### config.mk
export PLATFORM = sky130hd
export DESIGN_NAME = c2s_queue
export DESIGN_NICKNAME = d
export VERILOG_FILES = /design/src/sv/c2s_pkg.sv /design/src/sv/c2s_queue.sv
export SDC_FILE = /design/constraint.sdc
export NUM_CORES = 1
export LEC_CHECK = 0
export ABC_AREA = 1
export BUFFER_PORTS_ARGS = -buffer_cell sky130_fd_sc_hd__buf_2
export CAP_MARGIN = 20
export CORE_MARGIN = 10
export CORE_UTILIZATION = 30
export DETAILED_ROUTE_END_ITERATION = 12
export PLACE_DENSITY = 0.43
export SLEW_MARGIN = 20
export SYNTH_ARGS = -nofsm -noshare
export SYNTH_HDL_FRONTEND = slang
export SYNTH_SLANG_ARGS = --single-unit
### constraint.sdc
create_clock -name clk -period 11.22 [get_ports clk]
set_input_delay 2.244 -clock clk [delete_from_list [all_inputs] [get_ports clk]]
set_output_delay 2.244 -clock clk [all_outputs]
set_load 0.005 [all_outputs]
### src/sv/c2s_pkg.sv
// shared types, constants and the arctangent table of the spherical angle block
package c2s_pkg;

    localparam int ANGLE_FRAC_BITS = 7;
    localparam int IN_W            = 16;
    localparam int AZ_W            = 16;
    localparam int ZEN_W           = 15;
    localparam int SQ_W            = 31;
    localparam int R2_W            = 32;

    localparam int ACC_BITS     = 24;
    localparam int ACC_W        = 34;
    localparam int CW           = 60;
    localparam int CORDIC_STEPS = 24;
    localparam int PREC_SHIFT   = 40;

    localparam int R_W         = 62;
    localparam int K_W         = 5;
    localparam int NORM_STAGES = 5;
    localparam int SQRT_BITS   = 31;
    localparam int REM_W       = 34;

    localparam int QUEUE_DEPTH = 4;
    localparam int QPTR_W      = $clog2(QUEUE_DEPTH);
    localparam int QCNT_W      = $clog2(QUEUE_DEPTH + 1);

    localparam int ROUND_SHIFT = ACC_BITS - ANGLE_FRAC_BITS;

    localparam logic signed [ACC_W-1:0] ACC_DEG90  = ACC_W'(64'sd90 <<< ACC_BITS);
    localparam logic signed [ACC_W-1:0] ACC_DEG180 = ACC_W'(64'sd180 <<< ACC_BITS);
    localparam logic signed [ACC_W-1:0] ACC_DEG360 = ACC_W'(64'sd360 <<< ACC_BITS);
    localparam logic [ACC_W-1:0] ROUND_HALF = ACC_W'(64'd1 << (ACC_BITS - 1 - ANGLE_FRAC_BITS));
    localparam logic [ACC_W-1:0] OUT_DEG180 = ACC_W'(64'd180 << ANGLE_FRAC_BITS);
    localparam logic [ACC_W-1:0] OUT_DEG360 = ACC_W'(64'd360 << ANGLE_FRAC_BITS);

    localparam logic [AZ_W-1:0]  AZ_DEG90   = AZ_W'(64'd90 << ANGLE_FRAC_BITS);
    localparam logic [AZ_W-1:0]  AZ_DEG180  = AZ_W'(64'd180 << ANGLE_FRAC_BITS);
    localparam logic [AZ_W-1:0]  AZ_DEG270  = AZ_W'(64'd270 << ANGLE_FRAC_BITS);
    localparam logic [ZEN_W-1:0] ZEN_DEG90  = ZEN_W'(64'd90 << ANGLE_FRAC_BITS);
    localparam logic [ZEN_W-1:0] ZEN_DEG180 = ZEN_W'(64'd180 << ANGLE_FRAC_BITS);

    typedef struct packed {
        logic signed [IN_W-1:0] x;
        logic signed [IN_W-1:0] y;
        logic signed [IN_W-1:0] z;
        logic                   az_fix_v;
        logic [AZ_W-1:0]        az_fix;
        logic                   zen_fix_v;
        logic [ZEN_W-1:0]       zen_fix;
    } tag_t;

    typedef struct packed {
        tag_t           tag;
        logic [SQ_W-1:0] xx;
        logic [SQ_W-1:0] yy;
    } item_t;

    // atan(2^-i) in units of 2^-24 degree
    function automatic logic signed [ACC_W-1:0] atan_rom(input int unsigned i);
        logic signed [ACC_W-1:0] v;
        case (i)
            0:  v = ACC_W'(754974720);
            1:  v = ACC_W'(445687602);
            2:  v = ACC_W'(235489088);
            3:  v = ACC_W'(119537938);
            4:  v = ACC_W'(60000934);
            5:  v = ACC_W'(30029717);
            6:  v = ACC_W'(15018523);
            7:  v = ACC_W'(7509720);
            8:  v = ACC_W'(3754917);
            9:  v = ACC_W'(1877466);
            10: v = ACC_W'(938734);
            11: v = ACC_W'(469367);
            12: v = ACC_W'(234684);
            13: v = ACC_W'(117342);
            14: v = ACC_W'(58671);
            15: v = ACC_W'(29335);
            16: v = ACC_W'(14668);
            17: v = ACC_W'(7334);
            18: v = ACC_W'(3667);
            19: v = ACC_W'(1833);
            20: v = ACC_W'(917);
            21: v = ACC_W'(458);
            22: v = ACC_W'(229);
            23: v = ACC_W'(115);
            default: v = '0;
        endcase
        return v;
    endfunction

endpackage

### src/sv/c2s_queue.sv
// short queue between the front stage and the angle pipeline
module c2s_queue (
    input  logic              clk,
    input  logic              rst_n,
    input  logic              push_valid,
    output logic              push_ready,
    input  c2s_pkg::item_t    push_item,
    output logic              pop_valid,
    input  logic              pop_ready,
    output c2s_pkg::item_t    pop_item
);

    c2s_pkg::item_t                 slot_reg [c2s_pkg::QUEUE_DEPTH];
    logic [c2s_pkg::QPTR_W-1:0]     wptr_reg, rptr_reg;
    logic [c2s_pkg::QCNT_W-1:0]     count_reg, count_next;
    logic                           do_push, do_pop;

    assign push_ready = (count_reg != c2s_pkg::QCNT_W'(c2s_pkg::QUEUE_DEPTH));
    assign pop_valid  = (count_reg != '0);
    assign pop_item   = slot_reg[rptr_reg];
    assign do_push    = push_valid && push_ready;
    assign do_pop     = pop_valid && pop_ready;

    always_comb
    begin
        count_next = count_reg;
        if (do_push && !do_pop)
            count_next = count_reg + 1'b1;
        else if (!do_push && do_pop)
            count_next = count_reg - 1'b1;
    end

    always_ff @(posedge clk or negedge rst_n)
    begin
        if (!rst_n)
        begin
            wptr_reg  <= '0;
            rptr_reg  <= '0;
            count_reg <= '0;
        end
        else
        begin
            if (do_push)
                wptr_reg <= wptr_reg + 1'b1;
            if (do_pop)
                rptr_reg <= rptr_reg + 1'b1;
            count_reg <= count_next;
        end
    end

    always_ff @(posedge clk)
    begin
        if (do_push)
            slot_reg[wptr_reg] <= push_item;
    end

`ifndef SYNTHESIS
    a_count_bound: assert property (@(posedge clk) disable iff (!rst_n)
        count_reg <= c2s_pkg::QCNT_W'(c2s_pkg::QUEUE_DEPTH))
        else $error("queue count beyond depth");
    a_ptr_gap: assert property (@(posedge clk) disable iff (!rst_n)
        (count_reg != c2s_pkg::QCNT_W'(c2s_pkg::QUEUE_DEPTH)) |->
        (c2s_pkg::QPTR_W'(wptr_reg - rptr_reg) == count_reg[c2s_pkg::QPTR_W-1:0]))
        else $error("queue pointers disagree with count");
`endif

endmodule

## Yosys cells after proc, flatten, opt, wreduce, memory -nomap -nowiden

Memories as Yosys holds them, arrays and structs flattened.
Cells that the tools add are included.

| cells by class | value |
|---|---|
| $add $sub $neg | 4 |
| eq/ne operators | 1 |
| mux-type cells | 4 |
| reduce and logical (&&, ||, !) cells | 8 |

Operators by type and width:

| operator | count |
|---|---|
| 2-to-1 mux 3 bit | 2 |
| adder 2 x 1 -> 2 bit (second input constant) | 2 |
| logical AND 1 bit | 4 |
| adder 3 x 1 -> 3 bit (second input constant) | 1 |
| != test 3 bit (second input constant) | 1 |
| nonzero test 3 bit | 1 |
| subtractor 3 x 1 -> 3 bit (second input constant) | 1 |
| logical NOT 1 bit | 2 |
| 2-to-1 mux 1 bit | 2 |
| nonzero test 2 bit | 1 |

| word-level totals | value |
|---|---|
| bits in registers | 7 |
| RAM bits | 572 |
| input bits | 147 |
| output and inout port bits | 145 |
| memories | 1 |

Memories:

| memory | depth | width | read ports | clocked after memory_dff | wr ports | RTL line | source |
|---|---|---|---|---|---|---|---|
| slot_reg | 4 | 143 | 1 | 0 | 1 | c2s_queue.sv:13 | `c2s_pkg::item_t slot_reg [c2s_pkg::QUEUE_DEPTH];` |

## Depth between registers and ports, before layout

| depth | value |
|---|---|
| word-level depth | 6 |
| mapped depth | 12 |
| depth with buffers taken out | 12 |

## Worst setup path before layout

No wires, ideal clock.

| timing path | value |
|---|---|
| path kind | input to register |
| from | input push_valid |
| to | memory slot_reg[0][0] (netlist bit) (enable) |
| arrival time | 8.327 ns |
| data required time | 10.572 ns |
| path slack | 2.245 ns |
| stages on the path | 2 |
| path buffers | 0 |
| path through | nand2_1 -> nor2_1 |

| between the ends | value |
|---|---|
| cells in the longest elaborated chain, start to end | 3 |

RTL lines:

| element | RTL line | source |
|---|---|---|
| start, declared | c2s_queue.sv:5 | `input logic push_valid,` |
| logical AND 1 bit | c2s_queue.sv:21 | `assign do_push = push_valid && push_ready;` |
| 2-to-1 mux 1 bit | c2s_queue.sv:53 | `if (do_push)` |
| 2-to-1 mux 1 bit (not written as such) | c2s_queue.sv:54 | `slot_reg[wptr_reg] <= push_item;` |
| end, declared | c2s_queue.sv:13 |  |

No other way between the ends.

==> qor.yml <==
yosys:
  ys_seq_elements: 579
  syn_area_mm2: 0.02339
  ys_seq_area_frac: 0.7417
  synthTopCellsByArea: "edfxtp_1 (73%), o211ai_1 (8.8%), nand2_1 (7.2%), inv_1 (4.8%), buf_6 (3.0%)"
  yosysTopAreaCellShare: 0.7342
  synthCells: 1727
  synth_xor_area_frac: 0.0003744
  synth_simple_gate_area_frac: 0.07413
  synth.avg_cell_area_um2: 13.55
  yosys.area.top_type: "edfxtp_1"
  synth_compound_area_frac: 0.09456
  syn_nets: 1880
  synth_fa_ha_area_frac: 0.003530
  synth_top_family_by_area: "compound AO/OA/AOI/OAI gates"
  yosysWarnings: 0
  yosysUniqueCellTypes: 20
  synthMuxAreaShare: 0
detailed_routing:
  route.met2.wl_um: 27120
  routed.top_layer: "met5"
  met1Wirelength_um: 24960
  vias: 13414
  ant_nets: 0
  routed_via_density: 4.317
  firstDrtPassIters: 5
  drc_errors: 0
  first_iter_violations: 565
  wl_met3_um: 2898
  wire_per_inst_um: 18.14
  routed_wl_um: 56350
clock_network:
  root_buffer: "clkbuf_16"
  cts_tree: "built"
  clk_pin_slew_worst_paths_ps: 50
  clk_latency_ps: 580
  cts_resized: 0
  clock_sinks: 579
  postCtsHoldBufs: 0
  clockBufferDepth: 3
  htree_levels: 3
  cts_buffers: 68
  cts_setup_buffers: 0
grt:
  grt_pass1_wl_um: 84840
  track_usage: 0.1234
  grt_overflow_total: 0
  antenna_found_initial: 10
  grt_pass1_vias: 13616
  grt_max_degree: 317
sta:
  finalHoldViolCount: 0
  finalSetupTns_ps: 0
  finalCritPeriodShare: 0.5244
  layout_setup_ws_ps: 5337
  layout_min_cycle_time_ps: 5883
  max_freq_ghz: 0.1700
  maxSlewViolCount: 0
  clock_skew_ps: 16.13
  slew_headroom: 0.2798
  setup-violations-final: 0
  tightest_slew_ps: 1080
  rsz0062_at_grt: "false"
die:
  die_area_mm2: 0.08955
  num_rows: 102
  die_h_um: 299.2
  die_w_um: 299.2
  initial_core_util: 0.3025
  ios: 292
  core_mm2: 0.07734
layout:
  area_growth_pct: 18.33
  drive_gt1_frac: 0.2041
  fin_nets: 2166
  largest_register_ffs: 572
status:
  status: "completed"
place:
  port-buffer-count: 291
  hpwl_um: 32770
  pre_cts_ws_ps: 5503
  place_congestion: 0.7122
worst_setup_path:
  cp.required_ps: 8980
  critical_path_class: "reg -> out"
  crit_slowest_cell: "buf_4"
  path_buf_inv: 4
  cpPeakStageDelay_ps: 790
  path_cells: "inv_16 -> buf_4 -> buf_4 -> nand2_1 -> o211ai_2 -> nand2_1 -> buf_2"
  end_kind: "output pin"
  cp_max_fo: 118
  path_delay_family: "buffers and inverters"
  arrival_ps: 3640
  start_kind: "flop"
power_and_ir_drop:
  ir_worst_vdd_v: 0.0001586
  power.leakage_nw: 10.94
  power_density_mw_per_mm2: 264.6
job:
  drv_cap: 0
min_path:
  holdCritPathClass: "reg -> reg"
placed cells by master (no fill, tap or decap), types with 5 or more instances in the layout:
cell type	n
o211ai_2	12
bufinv_16	6
nand3_1	7
clkbuf_1	15
buf_2	291
o211ai_1	274
clkinv_1	13
nand2_1	447
inv_1	299
ha_1	5
buf_4	18
clkbuf_16	71
dfrtp_1	6
clkinv_2	8
edfxtp_1	572
metal layers:
| layer | vias to the layer above | global-route usage |
|---|---|---|
| met5 | - | 0 |
| met4 | 12 | 0.04275 |
| met3 | 95 | 0.02905 |
| met2 | 260 | 0.2065 |
| met1 | 6396 | 0.1550 |
| li1 | 6651 | - |
report_power, final:
group	leakage, nW	total, W	switching (W)	internal (W)
Clock	1.06	0.00215	0.000849	0.00130
Sequential	5.32	0.00297	0.000123	0.00285
Combinational	4.55	0.00221	0.00150	0.000709
layout make-up:
cell class / instances / area [um2]
repair buffers: 310 / 1619
fillers: 7493 / 49660
clock inverters: 34 / 345.3
inverters: 301 / 1151
diodes: 4 / 10.01
flip-flops and latches: 579 / 17360
multi-input cells: 753 / 4068
clock buffers: 86 / 1833
well taps: 1040 / 1301
worst reg2reg max path, cell delays in order (launching register included):
cell     delay, ps
dfrtp_1        410
inv_1           80
nand3_1        180
nand2_1        320
nor2_4         830
buf_4          550
buf_4          700
synthesized netlist by cell type:
library cell    n
buf_2          16
buf_4           8
buf_6          62
clkbuf_1        7
clkbuf_4        1
dfrtp_1         7
edfxtp_1      572
fa_1            1
ha_1            5
inv_1         299
inv_2           1
inv_4           1
nand2_1       447
nand3_1         7
nand4_1         1
nor2_1          4
o211ai_1      274
o211ai_2       12
o21ai_0         1
xnor2_1         1
worst paths after layout:
check / start / endpoint / slack (ps) / cells after the start
max: rptr_reg[0] / pop_item[119] / 5340 / 7
max reg2reg: count_reg[0] / slot_reg[2][96] / 7760 / 6
max in group asynchronous: rst_n / rptr_reg[1] / 9550 / 1
min reg2reg: count_reg[2] / count_reg[2] / 500 / 2
min: count_reg[2] / count_reg[2] / 500 / 2
min in group asynchronous: rst_n / count_reg[1] / 1490 / 1
cell families after synthesis:
| group | after synthesis |
|---|---|
| fa+ha+maj | 6 |
| flops | 579 |
| compound gates | 287 |
| simple gates | 459 |
| buf+inv | 395 |
| xor+xnor | 1 |
metrics by stage:
stage	hold WS, ps	instance area, um2	std cells	utilization	power, W
final	500.3	27680	3107	0.3579	0.007324
after global routing	537.1	27680	3104	0.3578	0.007833
after CTS	503.3	27650	3102	0.3575	0.007506
after detailed placement	491.5	25470	2982	0.3293	0.005309
after global placement	477.1	25470	2982	0.3293	0.005290
after floorplan	462.8	23390	1727	-	0.004568
Power figures use the tool's default switching activity.
