<file path="config.mk">
export PLATFORM = sky130hd
export DESIGN_NAME = c2s_front_flat
export DESIGN_NICKNAME = d
export VERILOG_FILES = /design/src/sv/c2s_pkg.sv /design/src/sv/c2s_vec_if.sv /design/src/sv/c2s_front.sv /design/src/flat_wrapper.sv
export SDC_FILE = /design/constraint.sdc
export NUM_CORES = 1
export LEC_CHECK = 0
export BUFFER_PORTS_ARGS = -buffer_cell sky130_fd_sc_hd__buf_2
export CAP_MARGIN = 40
export CORE_UTILIZATION = 45
export CTS_CLUSTER_SIZE = 25
export DETAILED_ROUTE_END_ITERATION = 10
export SKIP_LAST_GASP = 1
export SYNTH_ARGS = -nofsm -noshare
export SYNTH_HDL_FRONTEND = slang
export SYNTH_SLANG_ARGS = --single-unit
</file>
<file path="constraint.sdc">
create_clock -name clk -period 5.5 [get_ports clk]
set_input_delay 0.55 -clock clk [delete_from_list [all_inputs] [get_ports clk]]
set_output_delay 0.55 -clock clk [all_outputs]
set_load 0.01 [all_outputs]
</file>
<file path="src/sv/c2s_pkg.sv">
// shared types, constants and the arctangent table of the spherical angle block
package c2s_pkg;

    localparam int ANGLE_FRAC_BITS = 7;
    localparam int IN_W            = 16;
    localparam int AZ_W            = 16;
    localparam int ZEN_W           = 15;
    localparam int SQ_W            = 31;
    localparam int R2_W            = 32;

    localparam int ACC_BITS     = 24;
    localparam int ACC_W        = 34;
    localparam int CW           = 60;
    localparam int CORDIC_STEPS = 24;
    localparam int PREC_SHIFT   = 40;

    localparam int R_W         = 62;
    localparam int K_W         = 5;
    localparam int NORM_STAGES = 5;
    localparam int SQRT_BITS   = 31;
    localparam int REM_W       = 34;

    localparam int QUEUE_DEPTH = 4;
    localparam int QPTR_W      = $clog2(QUEUE_DEPTH);
    localparam int QCNT_W      = $clog2(QUEUE_DEPTH + 1);

    localparam int ROUND_SHIFT = ACC_BITS - ANGLE_FRAC_BITS;

    localparam logic signed [ACC_W-1:0] ACC_DEG90  = ACC_W'(64'sd90 <<< ACC_BITS);
    localparam logic signed [ACC_W-1:0] ACC_DEG180 = ACC_W'(64'sd180 <<< ACC_BITS);
    localparam logic signed [ACC_W-1:0] ACC_DEG360 = ACC_W'(64'sd360 <<< ACC_BITS);
    localparam logic [ACC_W-1:0] ROUND_HALF = ACC_W'(64'd1 << (ACC_BITS - 1 - ANGLE_FRAC_BITS));
    localparam logic [ACC_W-1:0] OUT_DEG180 = ACC_W'(64'd180 << ANGLE_FRAC_BITS);
    localparam logic [ACC_W-1:0] OUT_DEG360 = ACC_W'(64'd360 << ANGLE_FRAC_BITS);

    localparam logic [AZ_W-1:0]  AZ_DEG90   = AZ_W'(64'd90 << ANGLE_FRAC_BITS);
    localparam logic [AZ_W-1:0]  AZ_DEG180  = AZ_W'(64'd180 << ANGLE_FRAC_BITS);
    localparam logic [AZ_W-1:0]  AZ_DEG270  = AZ_W'(64'd270 << ANGLE_FRAC_BITS);
    localparam logic [ZEN_W-1:0] ZEN_DEG90  = ZEN_W'(64'd90 << ANGLE_FRAC_BITS);
    localparam logic [ZEN_W-1:0] ZEN_DEG180 = ZEN_W'(64'd180 << ANGLE_FRAC_BITS);

    typedef struct packed {
        logic signed [IN_W-1:0] x;
        logic signed [IN_W-1:0] y;
        logic signed [IN_W-1:0] z;
        logic                   az_fix_v;
        logic [AZ_W-1:0]        az_fix;
        logic                   zen_fix_v;
        logic [ZEN_W-1:0]       zen_fix;
    } tag_t;

    typedef struct packed {
        tag_t           tag;
        logic [SQ_W-1:0] xx;
        logic [SQ_W-1:0] yy;
    } item_t;

    // atan(2^-i) in units of 2^-24 degree
    function automatic logic signed [ACC_W-1:0] atan_rom(input int unsigned i);
        logic signed [ACC_W-1:0] v;
        case (i)
            0:  v = ACC_W'(754974720);
            1:  v = ACC_W'(445687602);
            2:  v = ACC_W'(235489088);
            3:  v = ACC_W'(119537938);
            4:  v = ACC_W'(60000934);
            5:  v = ACC_W'(30029717);
            6:  v = ACC_W'(15018523);
            7:  v = ACC_W'(7509720);
            8:  v = ACC_W'(3754917);
            9:  v = ACC_W'(1877466);
            10: v = ACC_W'(938734);
            11: v = ACC_W'(469367);
            12: v = ACC_W'(234684);
            13: v = ACC_W'(117342);
            14: v = ACC_W'(58671);
            15: v = ACC_W'(29335);
            16: v = ACC_W'(14668);
            17: v = ACC_W'(7334);
            18: v = ACC_W'(3667);
            19: v = ACC_W'(1833);
            20: v = ACC_W'(917);
            21: v = ACC_W'(458);
            22: v = ACC_W'(229);
            23: v = ACC_W'(115);
            default: v = '0;
        endcase
        return v;
    endfunction

endpackage

</file>
<file path="src/sv/c2s_vec_if.sv">
// input channel: one vector word per handshake
interface c2s_vec_if;
    logic                              valid;
    logic                              ready;
    logic signed [c2s_pkg::IN_W-1:0]   vec_x;
    logic signed [c2s_pkg::IN_W-1:0]   vec_y;
    logic signed [c2s_pkg::IN_W-1:0]   vec_z;

    modport source (output valid, output vec_x, output vec_y, output vec_z, input ready);
    modport sink   (input valid, input vec_x, input vec_y, input vec_z, output ready);
endinterface

</file>
<file path="src/sv/c2s_front.sv">
// front stage: takes vector words, squares x and y, resolves the axis cases
module c2s_front (
    input  logic              clk,
    input  logic              rst_n,
    c2s_vec_if.sink           vec,
    output logic              push_valid,
    input  logic              push_ready,
    output c2s_pkg::item_t    push_item
);

    logic            front_valid_reg;
    c2s_pkg::item_t  item_reg;
    c2s_pkg::item_t  item_next;
    logic signed [c2s_pkg::R2_W-1:0] sx, sy, sqx, sqy;
    logic            x_zero, y_zero, z_zero, xy_zero;

    assign vec.ready  = !front_valid_reg || push_ready;
    assign push_valid = front_valid_reg;
    assign push_item  = item_reg;

    always_comb
    begin
        sx      = c2s_pkg::R2_W'(vec.vec_x);
        sy      = c2s_pkg::R2_W'(vec.vec_y);
        sqx     = sx * sx;
        sqy     = sy * sy;
        x_zero  = (vec.vec_x == '0);
        y_zero  = (vec.vec_y == '0);
        z_zero  = (vec.vec_z == '0);
        xy_zero = x_zero && y_zero;

        item_next.tag.x     = vec.vec_x;
        item_next.tag.y     = vec.vec_y;
        item_next.tag.z     = vec.vec_z;
        item_next.xx        = sqx[c2s_pkg::SQ_W-1:0];
        item_next.yy        = sqy[c2s_pkg::SQ_W-1:0];

        item_next.tag.az_fix_v = x_zero || y_zero;
        if (xy_zero)
            item_next.tag.az_fix = '0;
        else if (y_zero)
            item_next.tag.az_fix = (vec.vec_x > 0) ? '0 : c2s_pkg::AZ_DEG180;
        else
            item_next.tag.az_fix = (vec.vec_y > 0) ? c2s_pkg::AZ_DEG90 : c2s_pkg::AZ_DEG270;

        item_next.tag.zen_fix_v = z_zero || xy_zero;
        if (xy_zero && !z_zero)
            item_next.tag.zen_fix = (vec.vec_z > 0) ? c2s_pkg::ZEN_DEG180 : '0;
        else
            item_next.tag.zen_fix = c2s_pkg::ZEN_DEG90;
    end

    always_ff @(posedge clk or negedge rst_n)
    begin
        if (!rst_n)
            front_valid_reg <= 1'b0;
        else if (vec.ready)
            front_valid_reg <= vec.valid;
    end

    always_ff @(posedge clk)
    begin
        if (vec.ready && vec.valid)
            item_reg <= item_next;
    end

endmodule

</file>
<file path="src/flat_wrapper.sv">
// flat-port wrapper written by rule: the top's interface ports become plain ports
module c2s_front_flat 
  (clk, rst_n, push_valid, push_ready, push_item, vec_valid, vec_vec_x, vec_vec_y, vec_vec_z, vec_ready);
  c2s_vec_if vec_i ();
  input  logic clk;
  input  logic rst_n;
  output logic push_valid;
  input  logic push_ready;
  output c2s_pkg::item_t push_item;
  input wire logic [$bits(vec_i.valid)-1:0] vec_valid;
  input wire logic [$bits(vec_i.vec_x)-1:0] vec_vec_x;
  input wire logic [$bits(vec_i.vec_y)-1:0] vec_vec_y;
  input wire logic [$bits(vec_i.vec_z)-1:0] vec_vec_z;
  output wire logic [$bits(vec_i.ready)-1:0] vec_ready;
  assign vec_i.valid = vec_valid;
  assign vec_i.vec_x = vec_vec_x;
  assign vec_i.vec_y = vec_vec_y;
  assign vec_i.vec_z = vec_vec_z;
  assign vec_ready = vec_i.ready;
  c2s_front u_core (.clk(clk), .rst_n(rst_n), .vec(vec_i), .push_valid(push_valid), .push_ready(push_ready), .push_item(push_item));
endmodule
</file>
# --- After elaboration in Yosys (flattened, before gate mapping) ---
# Index checks and enable logic that the tools add are counted.
word_totals:
  regBits: 144
  inputBits: 52
  output_inout_bits: 145
  wordCells: 30
classes:
  multipliers: 2
  order_cmp: 3
  n_mux: 4
  reduce_logical: 11
ops:
  columns: ["operator", "count"]
  rows:
  - ["multiplier 16 x 16 -> 31 bit", 2]
  - ["> comparator 16 x 1 -> 1 bit, second input constant", 3]
  - ["logical NOT 16 bit", 3]
  - ["2-to-1 mux 16 bit", 2]
  - ["2-to-1 mux 15 bit", 2]
  - ["logical AND 1 bit", 3]
  - ["logical OR 1 bit", 3]
  - ["logical NOT 1 bit", 2]

# --- Longest topological paths before layout ---
# Gate-level depths: netlist of the first run.
logic_depth:
  word_depth: 3
  ltp_mapped: 24
  mapped_depth_nobuf: 23

# --- Worst setup path after synthesis of the first run ---
# No wires, ideal clock.
synth_timing:
  kind: "input to register"
  from: "input port vec_vec_x[6]"
  to: "register u_core.item_reg, in the netlist u_core.push_item[61], data pin"
  setup_time_ns: 0.258
  t_arrival_ns: 6.577
  required_time_ns: 5.242
  setup_slack_ns: -1.335
  cell_stages: 21
  n_path_buf: 2
  cell_sequence: "clkbuf_1 clkbuf_1 nand2_1 fa_1 fa_1 fa_1 inv_1 fa_1 fa_1 inv_1 fa_1 inv_1 ha_1 and4_1 and3_1 a221o_1 or4_4 a2111oi_4 o311ai_1 o31a_1 xnor2_1"
synth_rtl:
  columns: ["element", "line", "rtl"]
  rows:
  - ["start: declaration", "flat_wrapper.sv:11", "input wire logic [$bits(vec_i.vec_x)-1:0] vec_vec_x;"]
  - ["end signal: assignment", "c2s_front.sv:64", "item_reg <= item_next;"]
  - ["end: declaration", "c2s_front.sv:12", "c2s_pkg::item_t item_reg;"]

==> out/summary.md, run 1 <==
## Global routing
- **residual overflow from global routing** 0
- **number of global-route vias before repair** 17700
- **pin count of the biggest net entering global routing** 56
- **antenna violations before repair** 1
- **aggregate global-route resource usage** 23.9%
- **first-pass GRT wire length** 87.3 mm

## Worst setup path
- **critical-path maximum fanout** 5
- **Crit path top cell by count** sky130_fd_sc_hd__fa_1
- **critical setup path kind** primary input to flip-flop
- **cell type group with the largest total delay on the critical path** adder cells
- **kind of start point of the critical path** primary input
- **largest stage delay on the critical path** 0.57 ns
- **Cell Chain, Critical Path** buf_8 -> and2_4 -> fa_1 -> inv_2 -> fa_2 -> fa_1 -> fa_1 -> inv_1 -> fa_1 -> fa_1 -> ha_4 -> and4_4 -> and3_4 -> a221o_1 -> or4_4 -> a2111oi_4 -> buf_4 -> nor2_1 -> a21o_1 -> xor2_1
- **setup slack on the worst flop-to-flop path** 3.47 ns
- **data arrival at the endpoint of the critical path** 6.36 ns
- **buffers and inverters on the worst path** 4
- **CP max-delay cell** sky130_fd_sc_hd__fa_2
- **kind of end point of the critical path** flip-flop
- **Crit path required time** 5.74 ns

## CTS
- **CTS clock-pin slew for the worst setup and hold paths** 0.06 ns
- **Clock Tree Buf Depth** 2
- **count of H-tree levels built during CTS** 4
- **TritonCTS clock tree** built
- **number of CTS-inserted buffers** 17
- **insertion delay of the later-clocked pin in the worst-skew pair** 0.50 ns
- **total clock sinks** 118
- **clock root buffer** sky130_fd_sc_hd__clkbuf_16

## Synthesis
- **count of yosys warnings during synthesis** 0
- **Main synth FF type** sky130_fd_sc_hd__edfxtp_1
- **post-synthesis cell area** 21300 um^2
- **number of flops mapped to enable cells by yosys** 117
- **flops & latches, synth** 118
- **Avg Synthesized Cell Area** 10.1 um^2
- **number of standard cells after synthesis** 2108
- **sequential element share of the synthesized area** 16.6%
- **share of flip-flops with an asynchronous set or reset after synthesis** 0.847%
- **post-synthesis cell type count** 55

## Routing
- **count of vias placed by the detailed router** 15600
- **DRC viols** 18
- **per-cell via count in the routed design** 4.79
- **drt initial violations** 581
- **aggregate routed wire length** 53.0 mm
- **length of the first detailed-routing pass in iterations** 8
- **wire length per cell after detailed routing** 16.3 um
- **Detail Route Antenna Nets** 0

## Layout
- **synthesis-to-finish area growth** 29.9%
- **post-route design area** 27700 um^2
- **diode insertion count for antenna repair** 0
- **layout cell share with drive strength beyond 1** 31.0%
- **area occupied by multi-input gates** 16100 um^2
- **number of filler instances in the final layout** 4011
- **Nets** 3326
- **sequential cell area in the final layout** 3540 um^2

## Floorplanning
- **area of the die** 48200 um^2
- **Die Height** 220 um
- **starting utilization of the core area** 45.7%
- **number of primary I/O pins** 197
- **Std-Cell Core Area** 46700 um^2
- **FP Rows** 79
- **chip width** 220 um

## STA
- **actual transition at the worst max-transition pin** 0.774 ns
- **fin crit share** 111%
- **final number of max-transition violations** 0
- **Worst Setup Slack, final** -0.621 ns
- **number of hold violations in the final report** 0
- **fmax** 0.163 GHz
- **clock tree skew after final layout** 0.0146 ns
- **final worst path period need** 6.12 ns
- **setup repair after global routing missed its margin** yes
- **count of final setup violators** 11
- **Worst slew margin** 48.4%

## Status
- **violated checks** DRC, setup timing
- **outcome** finished, violations left

## Placement
- **Port-buffer cells** 178
- **half-perimeter wire length of the detailed placement result** 44.8 mm
- **final weighted congestion in routability-driven placement** 0.877
- **Placement Cell Area** 25700 um^2

## Min path
- **Hold WC Path Type** primary input to flip-flop

## Flow run
- **number of maximum-capacitance violations** 0

## repair_timing
action                     CTS  global route
hold buffers                 1             0
pin swaps                   56           108
setup buffers               33            25
hold endpoints to repair     1             0
gates cloned                 0             0
setup endpoints to repair   19            26
resized for setup          132           133
## flip-flops by register name, summed over array words and instances, names as in the netlist
name,count
u_core.push_item,117
u_core.push_valid,1
## through the flow
stage / setup slack, ns / setup TNS, ns / std cells / hold WS (ns) / utilization [%]
finish: -0.621 / -2.86 / 3262 / 0.254 / 59.3
global route: -0.766 / -5.35 / 3262 / 0.227 / 59.3
CTS: -0.571 / -3.00 / 3240 / 0.208 / 57.9
detailed placement: -1.27 / -21.56 / 3175 / 0.326 / 55.1
global placement: -1.20 / -19.81 / 3175 / 0.325 / 55.1
floorplan: -0.940 / -5.40 / 2125 / 0.254 / -
## per-layer routing
metal	vias to the layer above	global-route usage, %	share of wire, %
met1	7975	29.0	42
li1	7272	-	-
met5	-	0	0
met2	293	42.2	51
met3	89	4.55	4.1
met4	0	9.06	3.2
## synthesized netlist by cell type, types with 10 or more instances
cell type / instances / share of area, %
sky130_fd_sc_hd__a21o_1: 25 / 0.88
sky130_fd_sc_hd__a21oi_1: 43 / 1.0
sky130_fd_sc_hd__and2_1: 68 / 2.0
sky130_fd_sc_hd__buf_4: 26 / 0.92
sky130_fd_sc_hd__clkbuf_1: 49 / 0.86
sky130_fd_sc_hd__edfxtp_1: 117 / 16
sky130_fd_sc_hd__fa_1: 457 / 43
sky130_fd_sc_hd__ha_1: 175 / 10
sky130_fd_sc_hd__inv_1: 636 / 11
sky130_fd_sc_hd__nand2_1: 178 / 3.1
sky130_fd_sc_hd__nand2b_1: 12 / 0.35
sky130_fd_sc_hd__nand3_1: 12 / 0.28
sky130_fd_sc_hd__nor2_1: 84 / 1.5
sky130_fd_sc_hd__nor4_1: 10 / 0.29
sky130_fd_sc_hd__o21ai_0: 18 / 0.42
sky130_fd_sc_hd__xnor2_1: 63 / 2.6
sky130_fd_sc_hd__xor2_1: 23 / 0.95
## path summary, 6_finish.rpt
path,from,end,cells past startpoint
worst min-delay path,vec_vec_z[9],u_core.push_item[104]$_DFFE_PP_,1
worst min register to register,u_core.push_valid$_DFFE_PN0N_,u_core.push_valid$_DFFE_PN0N_,2
min in group asynchronous,rst_n,u_core.push_valid$_DFFE_PN0N_,2
worst max register to register,u_core.push_valid$_DFFE_PN0N_,u_core.push_item[106]$_DFFE_PP_,3
worst max-delay path,vec_vec_x[2],u_core.push_item[57]$_DFFE_PP_,20
max in group asynchronous,rst_n,u_core.push_valid$_DFFE_PN0N_,2
## area by class of cell
type                            count  share of cell area, %
Inverter                          638                   8.72
Clock inverter                     15                  0.556
Timing Repair Buffer              573                   15.6
Multi-Input combinational cell   1294                   58.0
Sequential cell                   118                   12.8
Tap cell                          607                   2.74
Clock buffer                       17                   1.54
## cell families after synthesis
group / share of synthesized area, %
AO/OA/AOI/OAI: 4.67
adder cells (fa/ha/maj): 53.2
flip-flops: 16.6
multiplexers: 0.106
other: 0.0176
XOR/XNOR: 3.53
AND/OR/NAND/NOR: 8.85
buffers and inverters: 13.0
## cell usage in the layout (no fill, tap or decap), drive strengths merged, types with 6 or more instances in the layout
| cell | n |
|---|---|
| conb | 18 |
| or2 | 8 |
| nand2 | 178 |
| nor2 | 84 |
| and3 | 8 |
| a21o | 25 |
| inv | 637 |
| clkinv | 8 |
| o211ai | 7 |
| buf | 569 |
| xor2 | 23 |
| o21ai | 20 |
| and2 | 68 |
| nand2b | 12 |
| nand3 | 12 |
| a21oi | 43 |
| fa | 457 |
| a211oi | 6 |
| ha | 175 |
| clkinvlp | 6 |
| nor4 | 10 |
| edfxtp | 117 |
| xnor2 | 63 |
| clkbuf | 20 |
| nor2b | 6 |
| a31o | 6 |
| o21bai | 6 |
| nor3 | 8 |
Power of run 1 is not shown: default switching activity piles up to over one toggle a cycle in this logic, so the estimate is an artifact.
==> inputs of run 2 (changes only) <==
--- a/config.mk
+++ b/config.mk
@@ -7,9 +7,10 @@
 export LEC_CHECK = 0
 export BUFFER_PORTS_ARGS = -buffer_cell sky130_fd_sc_hd__buf_2
 export CAP_MARGIN = 40
-export CORE_UTILIZATION = 45
+export CORE_UTILIZATION = 55
 export CTS_CLUSTER_SIZE = 25
 export DETAILED_ROUTE_END_ITERATION = 10
+export PLACE_DENSITY = 0.75
 export SKIP_LAST_GASP = 1
 export SYNTH_ARGS = -nofsm -noshare
 export SYNTH_HDL_FRONTEND = slang
==> run 2 against run 1 <==
Compared with the run above: the flow finishes with violations (setup timing); register-to-register slack better by 0.29 ns; cell count is 3.2% lower; hold slack improved by 0.028 ns; critical path depth up 1; count of clock-buffer cells in the layout up 1; non-clock buffer count fell by 10; critical endpoint is now u_core.push_item[61]$_DFFE_PP_; die area down 18%; final area down 1.3%.
==> out/summary.md, run 2 (synthesis results as in run 1) <==
## Status
- **outcome** finished, violations left
- **violated checks** setup timing

## Routing
- **length of the first detailed-routing pass in iterations** 5, -3
- **count of vias placed by the detailed router** 15800, +1.2%
- **DRC viols** 0, -18
- **drt initial violations** 759, +31%
- **Detail Route Antenna Nets** 0, unchanged
- **per-cell via count in the routed design** 5.01, +4.6%
- **wire length per cell after detailed routing** 16.7 um, +2.6%
- **aggregate routed wire length** 52.7 mm, -0.69%

## Layout
- **post-route design area** 27300 um^2, -1.3%
- **sequential cell area in the final layout** 3540 um^2, unchanged
- **area occupied by multi-input gates** 15900 um^2, -0.74%
- **commonest cells after routing, fill and taps aside** sky130_fd_sc_hd__inv_1 (600), sky130_fd_sc_hd__fa_1 (440), sky130_fd_sc_hd__buf_4 (344)
- **non-filler cells in the finished layout** 3157, -3.2%
- **layout cell share with drive strength beyond 1** 30.2%, -0.71 points
- **commonest non-fill, non-tap cell in the layout** sky130_fd_sc_hd__inv_1
- **Nets** 3316, -0.30%
- **number of flip-flops under the largest register name** 117, unchanged
- **number of filler instances in the final layout** 2597, -35%
- **synthesis-to-finish area growth** 28.2%

## STA
- **final worst path period need** 6.03 ns, -0.0858 ns
- **final number of max-transition violations** 0, unchanged
- **actual transition at the worst max-transition pin** 0.787 ns, +0.0129 ns
- **fin crit share** 110%, -1.6 points
- **setup TNS** -3.50 ns, -0.641 ns
- **Worst Setup Slack, final** -0.535 ns, +0.0858 ns
- **Worst slew margin** 47.5%, -0.86 points
- **hold slack** 0.283 ns, +0.0283 ns
- **setup repair after global routing missed its margin** yes
- **clock tree skew after final layout** 0.0155 ns, +0.000905 ns
- **number of hold violations in the final report** 0, unchanged
- **fmax** 0.166 GHz, +1.4%
- **count of final setup violators** 17, +6

## Worst setup path
- **kind of end point of the critical path** flip-flop
- **kind of start point of the critical path** primary input
- **Crit path required time** 5.70 ns, -0.04 ns
- **Crit Reg-Reg Startpoint** u_core.push_valid$_DFFE_PN0N_
- **critical setup path kind** primary input to flip-flop
- **critical-path maximum fanout** 11, +6
- **data arrival at the endpoint of the critical path** 6.24 ns, -0.12 ns
- **launching instance or port of the critical path** vec_vec_x[4]

## Placement
- **instance count after placement with tap cells included** 3071, -3.3%
- **final weighted congestion in routability-driven placement** 0.946, +7.9%
- **Placement Cell Area** 25500 um^2, -0.80%
- **Port-buffer cells** 178, unchanged
- **half-perimeter wire length of the detailed placement result** 43.5 mm, -2.8%

## CTS
- **total clock sinks** 118, unchanged
- **CTS clock-pin slew for the worst setup and hold paths** 0.06 ns, about the same
- **TritonCTS clock tree** built
- **insertion delay of the later-clocked pin in the worst-skew pair** 0.47 ns, -0.03 ns
- **number of CTS-inserted buffers** 17, unchanged
- **count of H-tree levels built during CTS** 4, unchanged
- **clock root buffer** sky130_fd_sc_hd__clkbuf_16
- **Clock Tree Buf Depth** 2, unchanged

## Global routing
- **first-pass GRT wire length** 86.8 mm, -0.65%
- **antenna violations before repair** 0, -1
- **number of global-route vias before repair** 17700, -0.028%
- **residual overflow from global routing** 0, unchanged
- **pin count of the biggest net entering global routing** 58, +3.6%
- **aggregate global-route resource usage** 28.8%, +4.9 points

## Floorplanning
- **starting utilization of the core area** 56.2%, +11 points
- **Std-Cell Core Area** 37900 um^2, -19%
- **area of the die** 39500 um^2, -18%
- **chip width** 199 um, -9.5%
- **Die Height** 199 um, -9.5%
- **number of primary I/O pins** 197, unchanged
- **FP Rows** 71, -10%

## Min path
- **hold_sp** vec_vec_z[6]
- **Hold WC Path Type** primary input to flip-flop

## Flow run
- **number of maximum-capacitance violations** 0, unchanged

==> run 2: changes by cell type in the layout (fill, tap and decap cells not counted), sizes merged <==
cell | previous run | this run
buf | 569 | 558
diode | 0 | 1
inv | 637 | 638
clkinv | 8 | 7
clkbuf | 20 | 22
clkinvlp | 6 | 5
==> run 2: final timing paths <==
kind	to	slack, ns	cells past startpoint
worst max-delay path	u_core.push_item[61]$_DFFE_PP_	-0.53	21
worst min-delay path	u_core.push_item[101]$_DFFE_PP_	0.28	1
worst max register to register	u_core.push_item[90]$_SDFFCE_PP0P_	3.76	3
worst min register to register	u_core.push_valid$_DFFE_PN0N_	0.56	2
max in group asynchronous	u_core.push_valid$_DFFE_PN0N_	5.02	2
min in group asynchronous	u_core.push_valid$_DFFE_PN0N_	0.40	2
==> run 2: cell type report <==
class / instances / area share (%)
multi-input cells: 1294 / 58.3
repair buffers: 563 / 15.4
flip-flops and latches: 118 / 12.9
inverters: 638 / 8.83
well taps: 511 / 2.34
clock buffers: 18 / 1.57
clock inverters: 14 / 0.559
diodes: 1 / 0.00916
==> run 2: stage by stage <==
| step | worst slack [ns] | util (%) |
|---|---|---|
| after floorplan | -0.940 | - |
| after global placement | -1.13 | 67.2 |
| after detailed placement | -1.19 | 67.2 |
| after CTS | -0.548 | 70.4 |
| after global routing | -0.698 | 72.0 |
| final | -0.535 | 72.0 |
==> run 2: worst max-delay path, stage by stage <==
cell	delay (ns)
sky130_fd_sc_hd__buf_2	0.18
sky130_fd_sc_hd__buf_6	0.19
sky130_fd_sc_hd__nand2_1	0.09
sky130_fd_sc_hd__fa_1	0.53
sky130_fd_sc_hd__inv_1	0.07
sky130_fd_sc_hd__fa_1	0.53
sky130_fd_sc_hd__ha_1	0.13
sky130_fd_sc_hd__inv_1	0.05
sky130_fd_sc_hd__fa_1	0.48
sky130_fd_sc_hd__fa_1	0.55
sky130_fd_sc_hd__inv_1	0.05
sky130_fd_sc_hd__fa_1	0.43
sky130_fd_sc_hd__ha_1	0.39
sky130_fd_sc_hd__nand2_1	0.10
sky130_fd_sc_hd__o21ai_0	0.11
sky130_fd_sc_hd__a221o_1	0.41
sky130_fd_sc_hd__or4_4	0.48
sky130_fd_sc_hd__a2111oi_4	0.37
sky130_fd_sc_hd__o311ai_2	0.15
sky130_fd_sc_hd__o31a_1	0.27
sky130_fd_sc_hd__xnor2_1	0.12
==> run 2: repair_timing <==
item,CTS,global route
endpoints found under the setup margin,24,28
hold buffers,1,0
gates cloned,0,1
resized for setup,123,121
buffers inserted,27,26
pin swaps,69,75
hold endpoints to repair,1,0
==> run 2: per-layer routing <==
layer  vias to the layer above  part of all wire (%)  GRT usage, %
li1                       7272                     -             -
met1                      7954                    40          35.3
met2                       476                    51          50.0
met3                       120                   5.4          5.27
met4                         0                   3.6          12.3
met5                         -                     0             0
Power of run 2 is left out for the same reason.
